<file path="config.mk">
export PLATFORM = sky130hd
export DESIGN_NAME = pbsf_div
export DESIGN_NICKNAME = d
export VERILOG_FILES = /design/src/design/pbsf_pkg.sv /design/src/design/pbsf_div.sv
export SDC_FILE = /design/constraint.sdc
export NUM_CORES = 2
export LEC_CHECK = 0
export ABC_AREA = 0
export CAP_MARGIN = 0
export CORE_MARGIN = 10
export CORE_UTILIZATION = 50
export DETAILED_ROUTE_END_ITERATION = 12
export DONT_BUFFER_PORTS = 1
export GPL_TIMING_DRIVEN = 0
export HOLD_SLACK_MARGIN = 0.03
export PLACE_DENSITY_LB_ADDON = 0.08
export SLEW_MARGIN = 5
export SYNTH_ARGS = -nofsm -noshare
export SYNTH_HDL_FRONTEND = slang
export SYNTH_SLANG_ARGS = --single-unit
</file>
<file path="constraint.sdc">
create_clock -name clk_i -period 3.9 [get_ports clk_i]
set_input_delay 0.39 -clock clk_i [delete_from_list [all_inputs] [get_ports clk_i]]
set_output_delay 0.39 -clock clk_i [all_outputs]
set_load 0.005 [all_outputs]
</file>
<file path="src/design/pbsf_pkg.sv">
package pbsf_pkg;

  localparam int unsigned DW     = 32;
  localparam int unsigned FB     = 16;
  localparam int unsigned UW     = DW - 1;   // unsigned field width
  localparam int unsigned ADDR_W = 3;

  localparam logic [UW-1:0] SMAX            = {UW{1'b1}};
  localparam logic [31:0]   LIMIT_COEF_Q32  = 32'd4047911311;   // 0.3*pi in Q0.32
  localparam logic [UW-1:0] STEP_TIME_RESET = UW'(1) << FB;

  // register index, taken from the word-aligned address
  localparam logic REG_STEP_TIME = 1'b0;

  // carried beside the k1 / first kmax divide
  typedef struct packed {
    logic                 pinned;
    logic [UW-1:0]        m;
    logic [2:0][DW-1:0]   ae;
    logic [2:0]           neg;
  } p1_side_t;

  // carried beside the second kmax divide
  typedef struct packed {
    logic                 pinned;
    logic [UW-1:0]        m;
    logic [UW-1:0]        lim;
    logic [UW-1:0]        k1;
    logic [2:0][DW-1:0]   ae;
    logic [2:0]           neg;
  } p2_side_t;

  // carried beside the norm square root
  typedef struct packed {
    logic                 pinned;
    logic [UW-1:0]        lim;
    logic [2:0][UW-1:0]   mag;
    logic [2:0]           neg;
  } sq_side_t;

  // one force lane through the clamp divide
  typedef struct packed {
    logic [UW-1:0] mag;
    logic          neg;
  } lane_t;

  // lane x also carries the per-word flags
  typedef struct packed {
    logic          pinned;
    logic          big;
    logic [UW-1:0] damp;
    logic [UW-1:0] mag;
    logic          neg;
  } lane0_t;

endpackage

</file>
<file path="src/design/pbsf_div.sv">
module pbsf_div import pbsf_pkg::*; #(
  parameter int unsigned N_W    = 48,
  parameter int unsigned D_W    = 33,
  parameter int unsigned Q_W    = 31,
  parameter int unsigned SIDE_W = 1
) (
  input  logic              clk_i,
  input  logic              rst_ni,
  input  logic              en_i,
  input  logic              valid_i,
  input  logic [N_W-1:0]    dividend_i,
  input  logic [D_W-1:0]    divisor_i,
  input  logic [SIDE_W-1:0] side_i,
  output logic              valid_o,
  output logic [Q_W-1:0]    quot_o,
  output logic [SIDE_W-1:0] side_o
);

  localparam int unsigned R0_W = N_W - Q_W;
  localparam int unsigned C_W  = R0_W + D_W;

  logic [Q_W:0]                 v_q;
  logic [Q_W:0][D_W-1:0]        rem_q;
  logic [Q_W:0][D_W-1:0]        dv_q;
  logic [Q_W:0][Q_W-1:0]        low_q;
  logic [Q_W:0][Q_W-1:0]        quo_q;
  logic [Q_W:0]                 ovf_q;
  logic [Q_W:0][SIDE_W-1:0]     side_q;

  logic [Q_W-1:0][D_W:0]        trial;
  logic [Q_W-1:0][D_W:0]        diff;
  logic [Q_W-1:0]               ge;
  logic [Q_W-1:0][D_W-1:0]      rem_d;

  // one quotient bit per stage
  always_comb begin
    for (int i = 0; i < Q_W; i++) begin
      trial[i] = {rem_q[i], low_q[i][Q_W-1]};
      ge[i]    = trial[i] >= {1'b0, dv_q[i]};
      diff[i]  = trial[i] - {1'b0, dv_q[i]};
      rem_d[i] = ge[i] ? diff[i][D_W-1:0] : trial[i][D_W-1:0];
    end
  end

  always_ff @(posedge clk_i or negedge rst_ni) begin
    if (!rst_ni) begin
      v_q <= '0;
    end else if (en_i) begin
      v_q <= {v_q[Q_W-1:0], valid_i};
    end
  end

  always_ff @(posedge clk_i) begin
    if (en_i) begin
      rem_q[0]  <= D_W'(dividend_i[N_W-1:Q_W]);
      low_q[0]  <= dividend_i[Q_W-1:0];
      quo_q[0]  <= '0;
      dv_q[0]   <= divisor_i;
      // quotient beyond Q_W bits (zero divisor too) saturates
      ovf_q[0]  <= C_W'(dividend_i[N_W-1:Q_W]) >= C_W'(divisor_i);
      side_q[0] <= side_i;
      for (int i = 0; i < Q_W; i++) begin
        rem_q[i+1]  <= rem_d[i];
        low_q[i+1]  <= low_q[i] << 1;
        quo_q[i+1]  <= {quo_q[i][Q_W-2:0], ge[i]};
        dv_q[i+1]   <= dv_q[i];
        ovf_q[i+1]  <= ovf_q[i];
        side_q[i+1] <= side_q[i];
      end
    end
  end

  assign valid_o = v_q[Q_W];
  assign quot_o  = ovf_q[Q_W] ? {Q_W{1'b1}} : quo_q[Q_W];
  assign side_o  = side_q[Q_W];

endmodule

</file>
After elaboration in Yosys (flattened, before gate mapping)
Cells that the tools add are included.
- RAM bits: 0
- bits in latches: 0
- register bits: 3118
- memory bits (read-only): 0
- memories: 0
- input port bits: 86
- word-level logic and storage cells: 252
- $add $sub $neg: 30
- multipliers: 0
- reduce and logical (&&, ||, !) cells: 0
- multiplexer cells: 31
- bitwise logic cells: 0
- div/mod/pow operators: 0
- equal/unequal tests: 0
- magnitude comparators: 32
- shift-type cells: 0
- operators with widths (kind ; count):
    $ge A34 B33 Y1 ; 30
    $mux W33 ; 29
    $sub A33 B33 Y33 ; 29
    $ge A17 B33 Y1 ; 1
    $ge A18 B33 Y1 ; 1
    $sub A18 B33 Y33 ; 1
    $mux W31 ; 1
    $mux W18 ; 1

Longest topological paths before layout
- depth in word-level cells: 2
- depth in mapped cells: 16
- depth with buffers taken out: 16

Least setup slack after synthesis
No wires, ideal clock.
- path type: register to register
- from: register low_q[464] (netlist name)
- to: register rem_q[520] (netlist name), data pin
- path slack: 146 ps
- path buffers: 1
- setup time: 260 ps
- data required time: 3640 ps
- clock period less this slack: 3754 ps
- stages on the path, launching flop included: 16
- arrival time: 3494 ps
- cells stage by stage: edfxtp_1 inv_1 ha_1 inv_1 fa_1 a211oi_1 o21ai_1 a41oi_2 a211oi_1 o31ai_1 a21oi_1 or2_1 o21bai_1 a41oi_4 buf_6 mux2_2
- RTL lines (what ; RTL line ; source):
    start: declaration ; pbsf_div.sv:25 ; logic [Q_W:0][Q_W-1:0] low_q;
    start signal: indexed assignment ; pbsf_div.sv:64 ; low_q[i+1] <= low_q[i] << 1;
    end signal: indexed assignment ; pbsf_div.sv:63 ; rem_q[i+1] <= rem_d[i];
    end: declaration ; pbsf_div.sv:23 ; logic [Q_W:0][D_W-1:0] rem_q;

==> impl_metrics.ini <==
[run_status]
status = complete, but fails checks
violations = negative setup slack

[logic_synthesis]
synth_ff_type = edfxtp_1
yosysTopAreaCellShare_pct = 58.7
syn-cell-area_sq_um = 158000
syn-num-nets = 13900
synth_top_area_cell = edfxtp_1
syn_avg_cell_area_sq_um = 12.3
synthCells = 12800
ys_seq_area_share_pct = 59.2
synth_warnings = 0
synth.most_common_cell = edfxtp_1
synth-seq-cells = 3118
synthTopCellsByArea = edfxtp_1 59%, ha_1 8.1%, a21oi_1 3.6%, inv_1 3.1%, mux2_2 3.1%
async_reset_ff_share_pct = 1.03
synth_edf_count = 3086
synthTopCellsByCount = 3086 x edfxtp_1, 1301 x inv_1, 1146 x a21oi_1
synth_cell_type_count = 102

[cells_and_area]
drive_above_1_share_pct = 11.9
num-fill-cells = 25600
areaGrowthSynthToFinish_pct = 14.0
multi_input_area_sq_um = 59900
nets = 14600
regArea_sq_um = 93500

[critical_path]
crit_fanout = 8
critPathKind = reg2reg
endpoint_kind = flop
worstPathArrival_ns = 4.91
required_ns = 4.53
worst_setup_path_start_kind = flop

[drt]
drc = 0
avgViaCountPerCell = 5.66
via_count = 101000
postRouteAntennaNets = 0
wl_per_cell_um = 21.4
routed_wl_um = 382000
drtPass1Iterations = 9
drt_iter0_markers = 8327

[clock_tree]
cts_tree = done
path_clk_slew_ns = 0.06
root_buffer = clkbuf_16
h-tree-depth = 5
numCtsBuffers = 340
clock_latency_ns = 0.93
cts_buffer_depth = 4
cts_sinks = 3118

[power_and_ir_drop]
switching_share_pct = 36.7
pwr-share-clk_pct = 21.4
seqPwrFrac_pct = 34.8
leakage_nw = 72.2
p_int_mw = 95.3
power_per_cell_area_nw_per_um2 = 836
ir_drop_mv = 0.499
power_mw = 150
comb_power_share_pct = 43.8
p_sw_mw = 55.2

[global_route]
grt_pass1_vias = 101000
gr-usage-all-layers_pct = 21.7
grt_pass1_wl_um = 585000
antenna_found_initial = 5
grt_max_degree = 233
gr-total-overflow = 0

[sta]
hold_slack_ns = 0.0580
min_period_ns = 4.27
slew_viol_final = 0
fmax_ghz = 0.234
slew_headroom_pct = 9.73
hold_violations = 0
setup_ws_ns = -0.374
worst_pin_slew_ns = 1.35
setup_viol = 83
rsz0062_at_grt = yes
min_period_over_period_pct = 110
fin_skew_ns = 0.0547

[placement]
dp_hpwl_um = 279000
io_buffer_count = 0
place.gp.congestion = 0.930

[floorplanning]
die_w_um = 582
dieArea_sq_um = 338000
num_rows = 206
initial_core_util_pct = 50.1
coreArea_sq_um = 315000
io_pins = 119
die_height_um = 582

[flow_run]
cap_violations = 0

[worst_hold_path]
hold_path_class = in2reg
## layout by cell type (no fill, tap or decap), types with 45 or more instances in the layout
cell	count
ha_1	1021
nor2_1	657
dlygate4sd3_1	106
o21a_1	99
o21ai_0	655
mux2_2	368
a21oi_1	1095
a31oi_1	99
mux2_4	92
o211ai_1	50
and3_1	87
xnor2_1	510
nor3_1	119
a211oi_1	67
edfxtp_1	3086
nor2b_1	120
or2_2	57
nand2b_1	135
inv_1	1285
nand2_1	718
xor2_1	330
clkinv_2	58
nand4_1	160
and2_1	45
o21bai_1	125
buf_4	168
clkbuf_16	348
o31ai_1	48
clkbuf_1	163
nand3_1	169
clkinv_1	62
a21o_1	536
## worst paths after layout
check	end	slack (ns)	cells past startpoint	start
min in group asynchronous	v_q[0]	0.51	4	rst_ni
hold reg to reg	low_q[140]	0.38	0	low_q[108]
setup reg to reg	rem_q[191]	-0.37	16	low_q[154]
setup / recovery	rem_q[191]	-0.37	16	low_q[154]
hold / removal	low_q[244]	0.06	1	en_i
max in group asynchronous	v_q[10]	3.22	4	rst_ni
## sequential cells by signal (all words and copies together), names as in the netlist
name    count
quo_q     496
v_q        32
low_q     496
ovf_q      32
dv_q     1023
side_o      1
rem_q    1007
side_q     31
## metrics by stage
stage               instance area (sq um)  worst slack, ns  instances  setup TNS (ns)  util, %
global placement                   163000            -1.80      16900         -653.37     51.8
detailed placement                 163000            -1.81      17000        -1321.37     51.9
finish                             180000           -0.374      17900          -12.12     57.2
floorplan                          158000            0.146      12800               0        -
global route                       180000           -0.500      17900          -24.41     57.2
CTS                                178000           -0.488      17800          -14.98     56.6
## critical path, cell delays in order (launching register included)
cell,delay (ns)
edfxtp_1,0.60
inv_2,0.17
ha_4,0.15
inv_2,0.04
fa_2,0.36
a21oi_4,0.19
a2bb2oi_4,0.21
a21oi_4,0.10
o2bb2ai_4,0.14
a221o_1,0.39
a21oi_4,0.20
o41ai_4,0.11
a221o_1,0.30
a211o_1,0.34
buf_12,0.18
buf_12,0.16
mux2_4,0.30
## cells by family (layout without fill, tap and decap cells)
kind of cell,Yosys count,in the layout,synth area share [%]
AO/OA/AOI/OAI,3260,3260,12.9
XOR/XNOR,840,840,4.66
adder cells (fa/ha/maj),1055,1055,8.51
buffers and inverters,1572,2483,3.83
flip-flops,3118,3118,59.2
multiplexers,487,487,3.52
other,0,11,0
AND/OR/NAND/NOR,2448,2448,7.36
## layer usage
| metal | routed length [um] | share of wire, % | vias to the layer above | track usage (%) |
|---|---|---|---|---|
| li1 | - | - | 48500 | - |
| met1 | 165000 | 43 | 49200 | 28.8 |
| met2 | 186000 | 49 | 2610 | 37.3 |
| met3 | 16500 | 4.3 | 742 | 2.34 |
| met4 | 14400 | 3.8 | 0 | 7.28 |
| met5 | 0 | 0 | - | 0 |
## power groups by stage
| stage | clock (mW) | sequential (mW) | combinational, mW |
|---|---|---|---|
| 2_1_floorplan | 0 | 50.2 | 44.8 |
| 3_3_place_gp | 0 | 53.1 | 58.4 |
| 3_5_place_dp | 0 | 53.0 | 59.8 |
| 4_1_cts | 33.1 | 52.5 | 63.3 |
| 5_1_grt | 34.5 | 53.0 | 72.3 |
| 6_report | 32.2 | 52.4 | 65.9 |
## timing repair
item,4_1_cts,5_1_grt
setup buffers,85,83
endpoints found under the hold margin,136,0
cloned,8,6
resized for setup,416,292
hold buffers,108,0
endpoints found under the setup margin,1202,1133
pin swaps,67,92
## layout make-up
class | instances | share of cell area, %
Buffer | 255 | 0.968
Multi-Input combinational cell | 8090 | 33.3
Clock buffer | 396 | 4.85
Sequential cell | 3118 | 52.0
Timing Repair Buffer | 304 | 1.86
Tap cell | 4160 | 2.89
Inverter | 1305 | 2.73
Clock inverter | 223 | 1.40
Antenna cell | 11 | 0.0153
No activity file was read; power rests on OpenSTA's default activity.
